$ cat config.mk
export PLATFORM = sky130hd
export DESIGN_NAME = batched_matrix_multiply_unit
export DESIGN_NICKNAME = d
export VERILOG_FILES = /design/src/hw/rtl/bmm_pkg.sv /design/src/hw/rtl/bmm_mac.sv /design/src/hw/rtl/batched_matrix_multiply_unit.sv
export SDC_FILE = /design/constraint.sdc
export NUM_CORES = 2
export LEC_CHECK = 0
export ABC_AREA = 0
export BUFFER_PORTS_ARGS = -buffer_cell sky130_fd_sc_hd__buf_2
export CAP_MARGIN = 10
export CORE_ASPECT_RATIO = 1.2
export CORE_UTILIZATION = 63
export DETAILED_ROUTE_END_ITERATION = 10
export GPL_ROUTABILITY_DRIVEN = 0
export PLACE_DENSITY = 0.79
export SYNTH_ARGS = -nofsm -noshare
export SYNTH_HDL_FRONTEND = slang
export SYNTH_SLANG_ARGS = --single-unit
$ cat constraint.sdc
create_clock -name clk_i -period 7.35 [get_ports clk_i]
set_clock_uncertainty 0.2 [all_clocks]
set_input_delay 0.3675 -clock clk_i [delete_from_list [all_inputs] [get_ports clk_i]]
set_output_delay 0.3675 -clock clk_i [all_outputs]
set_load 0.02 [all_outputs]
$ cat src/hw/rtl/bmm_pkg.sv
// Shared types and constants for the batched matrix multiply unit.
`default_nettype none

package bmm_pkg;

  localparam int unsigned MaxDimDefault = 8;

  localparam int unsigned ElemW    = 16;
  localparam int unsigned ProdW    = 2 * ElemW;
  localparam int unsigned AccW     = 40;
  localparam int unsigned CfgIdxW  = 2;
  localparam int unsigned CfgDataW = 4;

  localparam logic [CfgIdxW-1:0] CFG_ROWS_A    = 2'd0;
  localparam logic [CfgIdxW-1:0] CFG_INNER_LEN = 2'd1;
  localparam logic [CfgIdxW-1:0] CFG_COLS_B    = 2'd2;

  localparam logic OP_LOAD_A = 1'b0;
  localparam logic OP_LOAD_B = 1'b1;

  typedef struct packed {
    logic                    op;
    logic signed [ElemW-1:0] element_value;
  } bmm_in_t;

  typedef struct packed {
    logic signed [AccW-1:0] product_value;
    logic                   last_of_batch;
  } bmm_out_t;

  // Control that travels with each product term down the pipeline.
  typedef struct packed {
    logic valid;
    logic first;
    logic last_dot;
    logic last_batch;
  } bmm_ctl_t;

endpackage

`default_nettype wire

$ cat src/hw/rtl/bmm_mac.sv
// Multiply-accumulate datapath: registered product, then running dot-product sum.
`default_nettype none

module bmm_mac (
  input  wire logic                             clk_i,
  input  wire logic                             rst_ni,
  input  wire logic                             en_i,
  input  wire bmm_pkg::bmm_ctl_t                ctl_i,
  input  wire logic signed [bmm_pkg::ElemW-1:0] a_i,
  input  wire logic signed [bmm_pkg::ElemW-1:0] b_i,
  output bmm_pkg::bmm_ctl_t                     ctl_o,
  output logic signed [bmm_pkg::AccW-1:0]       sum_o
);
  import bmm_pkg::*;

  logic signed [ProdW-1:0] prod_q;
  bmm_ctl_t                ctl_q;
  logic signed [AccW-1:0]  acc_q;
  logic signed [AccW-1:0]  sum_d;

  always_ff @(posedge clk_i or negedge rst_ni) begin
    if (!rst_ni) begin
      ctl_q <= '0;
    end else if (en_i) begin
      ctl_q <= ctl_i;
    end
  end

  always_ff @(posedge clk_i) begin
    if (en_i) begin
      prod_q <= a_i * b_i;
    end
  end

  // Restart the sum on the first term of each dot product.
  always_comb begin
    sum_d = (ctl_q.first ? '0 : acc_q) + AccW'(prod_q);
  end

  always_ff @(posedge clk_i) begin
    if (en_i && ctl_q.valid) begin
      acc_q <= sum_d;
    end
  end

  assign ctl_o = ctl_q;
  assign sum_o = sum_d;

endmodule

`default_nettype wire

$ cat src/hw/rtl/batched_matrix_multiply_unit.sv
// Top level of the batched matrix multiply unit: stores, sequencer and output register.
// Loading: one transaction per cycle while in the load state; each element is written to store A or B at once.
// Emission: the transaction that fills both stores starts a pass through the single
// multiply-accumulate unit, one store read per cycle while the output is not stalled;
// each result goes from the read and product registers through the running sum to the output register.
// Reset: element counts clear, dimension registers return to 8, stores are not cleared.
`default_nettype none

module batched_matrix_multiply_unit #(
  parameter int unsigned MAX_DIM = bmm_pkg::MaxDimDefault
) (
  input  wire logic                         clk_i,
  input  wire logic                         rst_ni,
  input  wire logic                         cfg_valid_i,
  output logic                              cfg_ready_o,
  input  wire logic [bmm_pkg::CfgIdxW-1:0]  cfg_index_i,
  input  wire logic [bmm_pkg::CfgDataW-1:0] cfg_data_i,
  input  wire logic                         in_valid_i,
  output logic                              in_ready_o,
  input  wire bmm_pkg::bmm_in_t             in_data_i,
  output logic                              out_valid_o,
  input  wire logic                         out_ready_i,
  output bmm_pkg::bmm_out_t                 out_data_o
);
  import bmm_pkg::*;

  localparam int unsigned Depth  = MAX_DIM * MAX_DIM;
  localparam int unsigned AddrW  = (Depth > 1) ? $clog2(Depth) : 1;
  localparam int unsigned CntW   = $clog2(Depth + 1);
  localparam int unsigned IdxW   = (MAX_DIM > 1) ? $clog2(MAX_DIM) : 1;
  localparam int unsigned DimW   = $clog2(MAX_DIM + 1);

  localparam logic S_LOAD = 1'b0;
  localparam logic S_CALC = 1'b1;

  // Dimension registers, clamped into 1..MAX_DIM where they are used.
  logic [CfgDataW-1:0] rows_a_q, inner_len_q, cols_b_q;

  function automatic logic [DimW-1:0] clamp_dim(input logic [CfgDataW-1:0] v);
    logic [DimW-1:0] r;
    if (v == '0) begin
      r = DimW'(1);
    end else if (v > CfgDataW'(MAX_DIM)) begin
      r = DimW'(MAX_DIM);
    end else begin
      r = DimW'(v);
    end
    return r;
  endfunction

  logic [DimW-1:0] dim_m, dim_k, dim_n;
  logic [CntW-1:0] size_a, size_b;

  assign dim_m  = clamp_dim(rows_a_q);
  assign dim_k  = clamp_dim(inner_len_q);
  assign dim_n  = clamp_dim(cols_b_q);
  assign size_a = CntW'(dim_m) * CntW'(dim_k);
  assign size_b = CntW'(dim_k) * CntW'(dim_n);

  assign cfg_ready_o = 1'b1;

  always_ff @(posedge clk_i or negedge rst_ni) begin
    if (!rst_ni) begin
      rows_a_q    <= CfgDataW'(8);
      inner_len_q <= CfgDataW'(8);
      cols_b_q    <= CfgDataW'(8);
    end else if (cfg_valid_i && cfg_ready_o) begin
      case (cfg_index_i)
        CFG_ROWS_A:    rows_a_q    <= cfg_data_i;
        CFG_INNER_LEN: inner_len_q <= cfg_data_i;
        CFG_COLS_B:    cols_b_q    <= cfg_data_i;
        default: ;
      endcase
    end
  end

  // ---------------------------------------------------------------------------
  // Load side. Elements are taken only in the load state; an element for a
  // store that already holds its configured size is dropped.
  // ---------------------------------------------------------------------------
  logic            state_q, state_d;
  logic [CntW-1:0] count_a_q, count_a_d;
  logic [CntW-1:0] count_b_q, count_b_d;
  logic            in_acc, wr_a, wr_b, batch_full;
  logic [CntW-1:0] count_a_nx, count_b_nx;

  assign in_ready_o = (state_q == S_LOAD);
  assign in_acc     = in_valid_i && in_ready_o;
  assign wr_a       = in_acc && (in_data_i.op == OP_LOAD_A) && (count_a_q < size_a);
  assign wr_b       = in_acc && (in_data_i.op == OP_LOAD_B) && (count_b_q < size_b);
  assign count_a_nx = count_a_q + CntW'(wr_a);
  assign count_b_nx = count_b_q + CntW'(wr_b);
  // Check with the sizes in force now, so a shrink makes the next item emit.
  assign batch_full = in_acc && (count_a_nx >= size_a) && (count_b_nx >= size_b);

  // ---------------------------------------------------------------------------
  // Issue sequencer: walks i, j, t and keeps both store addresses
  // incrementally (a = i*k + t, b = t*n + j).
  // ---------------------------------------------------------------------------
  logic             adv;
  logic [IdxW-1:0]  t_q, j_q, i_q;
  logic [AddrW-1:0] addr_a_q, addr_b_q, row_base_q;
  logic             last_t, last_j, last_i;
  bmm_ctl_t         issue_ctl;

  assign last_t = (DimW'(t_q) + DimW'(1)) == dim_k;
  assign last_j = (DimW'(j_q) + DimW'(1)) == dim_n;
  assign last_i = (DimW'(i_q) + DimW'(1)) == dim_m;

  assign issue_ctl.valid      = (state_q == S_CALC);
  assign issue_ctl.first      = (t_q == '0);
  assign issue_ctl.last_dot   = last_t;
  assign issue_ctl.last_batch = last_t && last_j && last_i;

  always_comb begin
    state_d   = state_q;
    count_a_d = count_a_nx;
    count_b_d = count_b_nx;
    if (batch_full) begin
      state_d   = S_CALC;
      count_a_d = '0;
      count_b_d = '0;
    end
    if (state_q == S_CALC && adv && issue_ctl.last_batch) begin
      state_d = S_LOAD;
    end
  end

  always_ff @(posedge clk_i or negedge rst_ni) begin
    if (!rst_ni) begin
      state_q   <= S_LOAD;
      count_a_q <= '0;
      count_b_q <= '0;
    end else begin
      state_q   <= state_d;
      count_a_q <= count_a_d;
      count_b_q <= count_b_d;
    end
  end

  always_ff @(posedge clk_i or negedge rst_ni) begin
    if (!rst_ni) begin
      t_q        <= '0;
      j_q        <= '0;
      i_q        <= '0;
      addr_a_q   <= '0;
      addr_b_q   <= '0;
      row_base_q <= '0;
    end else if (state_q == S_CALC && adv) begin
      if (!last_t) begin
        t_q      <= t_q + IdxW'(1);
        addr_a_q <= addr_a_q + AddrW'(1);
        addr_b_q <= addr_b_q + AddrW'(dim_n);
      end else begin
        t_q <= '0;
        if (!last_j) begin
          j_q      <= j_q + IdxW'(1);
          addr_a_q <= row_base_q;
          addr_b_q <= AddrW'(j_q) + AddrW'(1);
        end else begin
          j_q      <= '0;
          addr_b_q <= '0;
          if (!last_i) begin
            i_q        <= i_q + IdxW'(1);
            row_base_q <= row_base_q + AddrW'(dim_k);
            addr_a_q   <= row_base_q + AddrW'(dim_k);
          end else begin
            // Batch fully issued: return to origin for the next one.
            i_q        <= '0;
            row_base_q <= '0;
            addr_a_q   <= '0;
          end
        end
      end
    end
  end

  // ---------------------------------------------------------------------------
  // Element stores: one write port from the load side, one registered read
  // port from the sequencer. Loads and reads never overlap in time, since
  // reads happen only in the calc state and writes only in the load state.
  // ---------------------------------------------------------------------------
  logic signed [ElemW-1:0] mem_a [Depth];
  logic signed [ElemW-1:0] mem_b [Depth];
  logic signed [ElemW-1:0] rd_a_q, rd_b_q;
  bmm_ctl_t                ctl1_q;
  logic                    issue_rd;

  assign issue_rd = adv && issue_ctl.valid;

  always_ff @(posedge clk_i) begin
    if (wr_a) begin
      mem_a[count_a_q[AddrW-1:0]] <= in_data_i.element_value;
    end
    if (issue_rd) begin
      rd_a_q <= mem_a[addr_a_q];
    end
  end

  always_ff @(posedge clk_i) begin
    if (wr_b) begin
      mem_b[count_b_q[AddrW-1:0]] <= in_data_i.element_value;
    end
    if (issue_rd) begin
      rd_b_q <= mem_b[addr_b_q];
    end
  end

  always_ff @(posedge clk_i or negedge rst_ni) begin
    if (!rst_ni) begin
      ctl1_q <= '0;
    end else if (adv) begin
      ctl1_q <= issue_ctl;
    end
  end

  // ---------------------------------------------------------------------------
  // Multiply-accumulate and output register. The whole read/MAC pipeline
  // holds while a finished result waits and the consumer stalls.
  // ---------------------------------------------------------------------------
  bmm_ctl_t               ctl2;
  logic signed [AccW-1:0] mac_sum;
  logic                   out_valid_q;
  bmm_out_t               out_data_q;

  assign adv = !out_valid_q || out_ready_i;

  bmm_mac u_mac (
    .clk_i  (clk_i),
    .rst_ni (rst_ni),
    .en_i   (adv),
    .ctl_i  (ctl1_q),
    .a_i    (rd_a_q),
    .b_i    (rd_b_q),
    .ctl_o  (ctl2),
    .sum_o  (mac_sum)
  );

  always_ff @(posedge clk_i or negedge rst_ni) begin
    if (!rst_ni) begin
      out_valid_q <= 1'b0;
    end else if (adv) begin
      out_valid_q <= ctl2.valid && ctl2.last_dot;
    end
  end

  always_ff @(posedge clk_i) begin
    if (adv && ctl2.valid && ctl2.last_dot) begin
      out_data_q.product_value <= mac_sum;
      out_data_q.last_of_batch <= ctl2.last_batch;
    end
  end

  assign out_valid_o = out_valid_q;
  assign out_data_o  = out_data_q;

`ifndef SYNTHESIS
  // Element counts never pass the store depth.
  a_count_range: assert property (@(posedge clk_i) disable iff (!rst_ni)
    (count_a_q <= CntW'(Depth)) && (count_b_q <= CntW'(Depth)))
    else $error("element count beyond store depth");

  // Issued addresses stay inside the loaded part of each store.
  a_addr_range: assert property (@(posedge clk_i) disable iff (!rst_ni)
    (state_q == S_CALC) |-> (CntW'(addr_a_q) < size_a) && (CntW'(addr_b_q) < size_b))
    else $error("store read beyond loaded elements");

  // A transaction that fills both stores starts emission with counts cleared.
  a_fill_starts: assert property (@(posedge clk_i) disable iff (!rst_ni)
    batch_full |=> (state_q == S_CALC) && (count_a_q == '0) && (count_b_q == '0))
    else $error("full batch did not start emission");

  // No store write while the sequencer is reading.
  a_no_write_in_calc: assert property (@(posedge clk_i) disable iff (!rst_ni)
    (state_q == S_CALC) |-> !wr_a && !wr_b)
    else $error("store written during emission");
`endif

endmodule

`default_nettype wire
; ---- After elaboration in Yosys (flattened, before gate mapping)
; Memory sizes are Yosys's and may differ from the RTL's. A register that Yosys moved wholly into a read port is not among the register bits.
; Cells that the tools add are included.
[classes]
mux = 23
n_eq_ne = 5
n_mul = 3
n_lt_le_gt_ge = 7
bitwise_logic = 2
reduce_logical = 27
n_addsub = 13
[ops]
columns = operator, count
row1 = 40-bit adder, 1
row2 = 40-bit two-way mux, 1
row3 = 16-bit by 16-bit multiplier with 32-bit output, 1
row4 = 4-bit two-way mux, 7
row5 = 6-bit two-way mux, 4
row6 = "3-bit by 1-bit adder with 4-bit output, second input constant", 4
row7 = 7-bit by 1-bit adder with 7-bit output, 2
row8 = 7-bit >= comparator, 2
row9 = 1-bit logical AND, 14
row10 = 7-bit < comparator, 2
row11 = 4-bit by 4-bit multiplier with 7-bit output, 2
row12 = 7-bit two-way mux, 2
row13 = 6-bit by 4-bit adder with 6-bit output, 2
row14 = 4-bit equality test, 3
row15 = "4-bit greater-than comparator, second input constant", 3
row16 = 4-bit zero test, 3
row17 = "3-bit by 1-bit adder with 3-bit output, second input constant", 3
row18 = 3-bit two-way mux, 3
row19 = 2-bit AND reduction, 4
row20 = "6-bit by 1-bit adder with 6-bit output, second input constant", 1
row21 = 1-bit two-way mux, 6
row22 = 3-bit zero test, 1
row23 = 3-bit AND reduction, 1
row24 = "2-bit by 1-bit equality test with 1-bit output, second input constant", 1
row25 = 6 further kinds, 7
[totals]
mem_bits_rw = 2048
register_bits = 176
memories = 2
out_inout_bits = 44
word_cells = 107
input_bits = 28
[memory_table]
columns = memory, words, word_bits, read_ports, rd_clocked_by_memory_dff, wr, line_no
row1 = mem_a, 64, 16, 1, 1, 1, batched_matrix_multiply_unit.sv:183  ; logic signed [ElemW-1:0] mem_a [Depth];
row2 = mem_b, 64, 16, 1, 1, 1, batched_matrix_multiply_unit.sv:184  ; logic signed [ElemW-1:0] mem_b [Depth];

; ---- Depth between registers and ports, before layout
[logic_depth]
ltp_word = 12
depth_mapped = 29
mapped_depth_nobuf = 29

; ---- Modules after synthesis
; Synthesis repeated with hierarchy kept, for this count alone.
[unflattened]
cells_unflattened = 5261
area_unflattened_um2 = 99875.8
[modules_own_cells]
columns = module, seq_area_each_um2, cells_per_inst, area_per_inst_um2, instances
row1 = batched_matrix_multiply_unit, 65171.3, 3765, 85410.7, 1
row2 = bmm_mac, 2262.2, 1496, 14465.1, 1

; ---- Worst setup path after synthesis
; OpenSTA, ideal clock, no wires.
[synth_path]
path_kind = reg-to-reg
from = register rd_a_q[15] (read register of mem_a)
to = register u_mac.prod_q[28], data pin
required_time_ns = 6.891
arrival_time_ns = 6.147
path_stages_with_launch = 24
setup_ns = 0.259
path_slack_ns = 0.744
period_less_slack_ns = 6.606
n_path_buf = 2
cell_sequence = edfxtp_1 clkbuf_1 nand2_1 inv_1 fa_1 inv_1 fa_1 fa_1 fa_1 fa_1 inv_1 fa_1 ha_1 clkbuf_1 a21o_1 a21o_1 a21o_1 a211o_1 and4_1 o41ai_1 nand2_1 or4_1 o311a_1 xor2_1
[synth_via]
elab_chain_len = 1
[synth_lines]
columns = item, line_no
row1 = start: declaration, batched_matrix_multiply_unit.sv:185  ; logic signed [ElemW-1:0] rd_a_q, rd_b_q;
row2 = 16-bit by 16-bit multiplier with 32-bit output, bmm_mac.sv:31  ; prod_q <= a_i * b_i;
row3 = end signal: assignment, bmm_mac.sv:31
row4 = end: declaration, bmm_mac.sv:16  ; logic signed [ProdW-1:0] prod_q;
; No other way between the ends.
; A chain may end at the register's enable or synchronous reset.

; ---- Worst setup path in the final report
[layout_path]
from = register rd_b_q[3] (read register of mem_b)
to = register u_mac.prod_q[31], data pin
[layout_via]
elab_chain_len = 1
[layout_lines]
columns = item, line_no
row1 = start: declaration, batched_matrix_multiply_unit.sv:185
row2 = 16-bit by 16-bit multiplier with 32-bit output, bmm_mac.sv:31
; No other way between the ends.

==> out/metrics.yaml <==
run_status:
  run_status: "complete, no violations"
route:
  drt_pass1_iterations: 5
  remaining_drc_errors: 0
  drt_first_iter_violations: 6632
  via_per_inst: 6.68
  detail-route-antenna-nets: 0
  wire_per_inst_um: 32.3
  detail_route.wirelength_mm: 248
  detailroute.via_count: 51269
clocking:
  numCtsBuffers: 203
  clock_sinks: 2256
  htreeDepth: 4
  worst_skew_pair.late_latency_ps: 870
  cts.path.max_buffers: 3
  ctsRootBufferMaster: "sky130_fd_sc_hd__clkbuf_16"
  cts_tree: "built"
  clk_pin_slew_worst_paths_ps: 60
setup_path:
  cp_slowest_stage_delay_ps: 660
  critPathSlowestCell: "sky130_fd_sc_hd__edfxtp_1"
  r2r-start: "rd_b_q[3]"
  cp_data_arrival_time_ps: 7430
  worst_path_buffer_plus_inverter_count: 5
  path_max_fanout: 16
  cells_traversed_along_the_worst_timing_path: "nand2_1 -> fa_1 -> inv_1 -> fa_1 -> inv_1 -> fa_1 -> inv_1 -> fa_1 -> inv_1 -> fa_1 -> fa_1 -> inv_1 -> ha_1 -> and3_1 -> and4b_1 -> a211oi_2 -> o21ai_1 -> o41ai_1 -> nand2b_1 -> a41o_1 -> nand2b_1 -> a31oi_1 -> xnor2_1"
  setup.worst_path.class: "reg2reg"
  category_of_cells_accounting_for_the_largest_share_of_critical_path_delay: "adder cells"
  worst_ep_required_time_ps: 7740
  crit_path_frequent_cell: "sky130_fd_sc_hd__fa_1"
  worst_setup_path_end_kind: "register"
  cp-start-kind: "register"
  worst_setup_path_startpoint: "rd_b_q[3]"
global_route:
  track_usage_pct: 32.0
  largest_net_degree_at_the_start_of_global_routing: 112
  grt_antenna_before_repair: 22
  via_count_of_the_first_global_routing_pass: 53110
  grt_pass1_wl_mm: 362
  grt_remaining_overflow: 0
timing:
  rsz0062_at_grt: "no"
  worst_slew_margin_rel_pct: 19.5
  finalHoldViolCount: 0
  final_period_minus_worst_setup_slack_ps: 7040
  worstMarginPinSlew_ps: 1210
  layout_setup_ws_ps: 312
  portion_of_the_clock_cycle_consumed_by_the_worst_path_in_the_final_layout_pct: 95.8
  setup_violations: 0
  final-max-slew-violation-count: 0
  fmax_mhz: 142
  aggregate_negative_setup_slack_ps: 0
floorplan:
  ios: 72
  area_of_the_die_sq_um: 159000
  fp.dieH_um: 437
  placeable_core_region_sq_um: 156000
  starting_density_pct: 63.5
  fp.dieW_um: 364
  core.rowCount: 159
place:
  dp_slack_ps: 283
  dp.final_hpwl_mm: 139
  post_dp_cell_area_sq_um: 103000
  port-buffer-count: 70
  placedCellCount: 7258
synthesis:
  synth-edff-count: 2193
  netlist.area_leader.share_pct: 66.4
  syn-cell-area_sq_um: 99200
  synth.area.top_cells: "sky130_fd_sc_hd__edfxtp_1, sky130_fd_sc_hd__mux4_2, sky130_fd_sc_hd__fa_1"
  synthCells: 5110
  yosysUniqueCellTypes: 85
  postSynthNetCount: 5589
  synth_async_sr_flop_share_pct: 2.79
  warnings_synthesis: 0
  synth_flop_cell: "sky130_fd_sc_hd__edfxtp_1"
  post-synth-top-area-cell: "sky130_fd_sc_hd__edfxtp_1"
  synth_seq_cells: 2256
  synthesis.area_per_instance_sq_um: 19.4
  synth-seq-area-share_pct: 68.0
cells_and_area:
  drive_above_1_share_pct: 23.7
  post_layout_nonfiller_instances: 7677
  syn2layout_area_growth_pct: 11.0
  layout.cell_area.non_filler_sq_um: 110000
  mostFrequentLayoutCells: "sky130_fd_sc_hd__edfxtp_1, sky130_fd_sc_hd__mux4_2, sky130_fd_sc_hd__inv_1, sky130_fd_sc_hd__fa_1, sky130_fd_sc_hd__nand2_1"
  final_nets: 5883
  mostFrequentLayoutCell: "sky130_fd_sc_hd__edfxtp_1"
job:
  maxCapViolCount: 0
worst_hold_path:
  path_category_of_the_worst_min_delay_check: "in2async"
[routing by layer]
layer  share of wire (%)  vias to the layer above  wire (um)  GRT usage (%)
li1                    -                    20563          -              -
met1                  35                    26520      86300           42.5
met2                  49                     3510     121000           50.7
met3                  11                      662      27900           7.54
met4                 5.3                       14      13100           15.2
met5               0.046                        -        115              0
[flip-flops by register name (all words and copies together), names as in the netlist, 6 cells and up]
name and count:
addr_a_q 6, addr_b_q 6, count_a_q 7, count_b_q 7, mem_a 1024, mem_b 1024, out_data_o 41, rd_a_q 16
rd_b_q 16, row_base_q 6, u_mac.acc_q 40, u_mac.prod_q 32
[cells by family (layout without fill, tap and decap cells)]
| group | after synthesis | count (layout) | share of synthesized area, % |
|---|---|---|---|
| AO/OA/AOI/OAI | 278 | 278 | 1.91 |
| XOR/XNOR | 103 | 103 | 0.909 |
| adder cells (fa/ha/maj) | 454 | 454 | 7.78 |
| buffers and inverters | 555 | 1019 | 2.18 |
| flip-flops | 2256 | 2256 | 68.0 |
| multiplexers | 688 | 688 | 15.4 |
| other | 1 | 11 | 0.00378 |
| AND/OR/NAND/NOR | 775 | 775 | 3.83 |
[per-stage QoR]
| stage | util [%] | hold WS [ps] |
|---|---|---|
| global route | 70.5 | 116 |
| finish | 70.5 | 42.6 |
| global placement | 65.9 | 239 |
| floorplan | - | -128 |
| CTS | 70.4 | 38.9 |
| detailed placement | 65.9 | 252 |
[area by class of cell]
type | instances | area, sq um
Clock inverter | 122 | 1420
Antenna cell | 10 | 25.0
Tap cell | 2093 | 2620
Timing Repair Buffer | 309 | 2330
Sequential cell | 2256 | 67500
Multi-Input combinational cell | 2299 | 29600
Fill cell | 8924 | 46200
Inverter | 335 | 1260
Clock buffer | 253 | 5430
[path summary, 6_finish.rpt]
kind	end	slack (ps)	cells past startpoint
worst max-delay path	u_mac.prod_q[31]	310	23
worst min-delay path	u_mac.ctl_o[2]	40	3
worst max register to register	u_mac.prod_q[31]	310	23
worst min register to register	u_mac.ctl_o[2]	270	2
max in group asynchronous	addr_a_q[1]	6270	3
min in group clk_i	count_a_q[0]	100	6
[cell usage after synthesis (4+ instances only)]
master	instances
sky130_fd_sc_hd__nand2b_1	28
sky130_fd_sc_hd__o211ai_1	6
sky130_fd_sc_hd__nand4_1	8
sky130_fd_sc_hd__o21ai_1	6
sky130_fd_sc_hd__nand3b_1	5
sky130_fd_sc_hd__dfrtp_1	60
sky130_fd_sc_hd__o21bai_1	9
sky130_fd_sc_hd__a211o_1	6
sky130_fd_sc_hd__buf_1	21
sky130_fd_sc_hd__edfxtp_1	2193
sky130_fd_sc_hd__mux2_2	13
sky130_fd_sc_hd__clkbuf_1	144
sky130_fd_sc_hd__and3_1	9
sky130_fd_sc_hd__ha_1	178
sky130_fd_sc_hd__a21oi_1	79
sky130_fd_sc_hd__nor2_2	11
sky130_fd_sc_hd__xnor2_1	68
sky130_fd_sc_hd__nand3_1	31
sky130_fd_sc_hd__and2_1	135
sky130_fd_sc_hd__inv_1	332
sky130_fd_sc_hd__fa_1	273
sky130_fd_sc_hd__nor3_1	16
sky130_fd_sc_hd__o21a_1	19
sky130_fd_sc_hd__mux4_2	672
sky130_fd_sc_hd__a21boi_0	4
sky130_fd_sc_hd__a211oi_1	8
sky130_fd_sc_hd__o31ai_1	6
sky130_fd_sc_hd__o21ai_0	38
sky130_fd_sc_hd__or2_2	8
sky130_fd_sc_hd__o31a_1	11
sky130_fd_sc_hd__nand2_1	228
sky130_fd_sc_hd__a21o_1	44
sky130_fd_sc_hd__nor2_1	206
sky130_fd_sc_hd__xor2_1	35
sky130_fd_sc_hd__a31oi_1	10
sky130_fd_sc_hd__nor2b_1	63
sky130_fd_sc_hd__buf_2	53
[timing repair]
action,CTS,global route
endpoints found under the setup margin,0,8
gates resized for setup,0,1
setup buffers,0,4
endpoints found under the hold margin,851,0
hold buffers,30,0
[tightest hold or removal path, delay by kind of cell]
family	cells	cell delay (ps)
buf+inv	3	1240
Power is not shown: default switching activity piles up to over one toggle a cycle in this logic, so the estimate is an artifact.
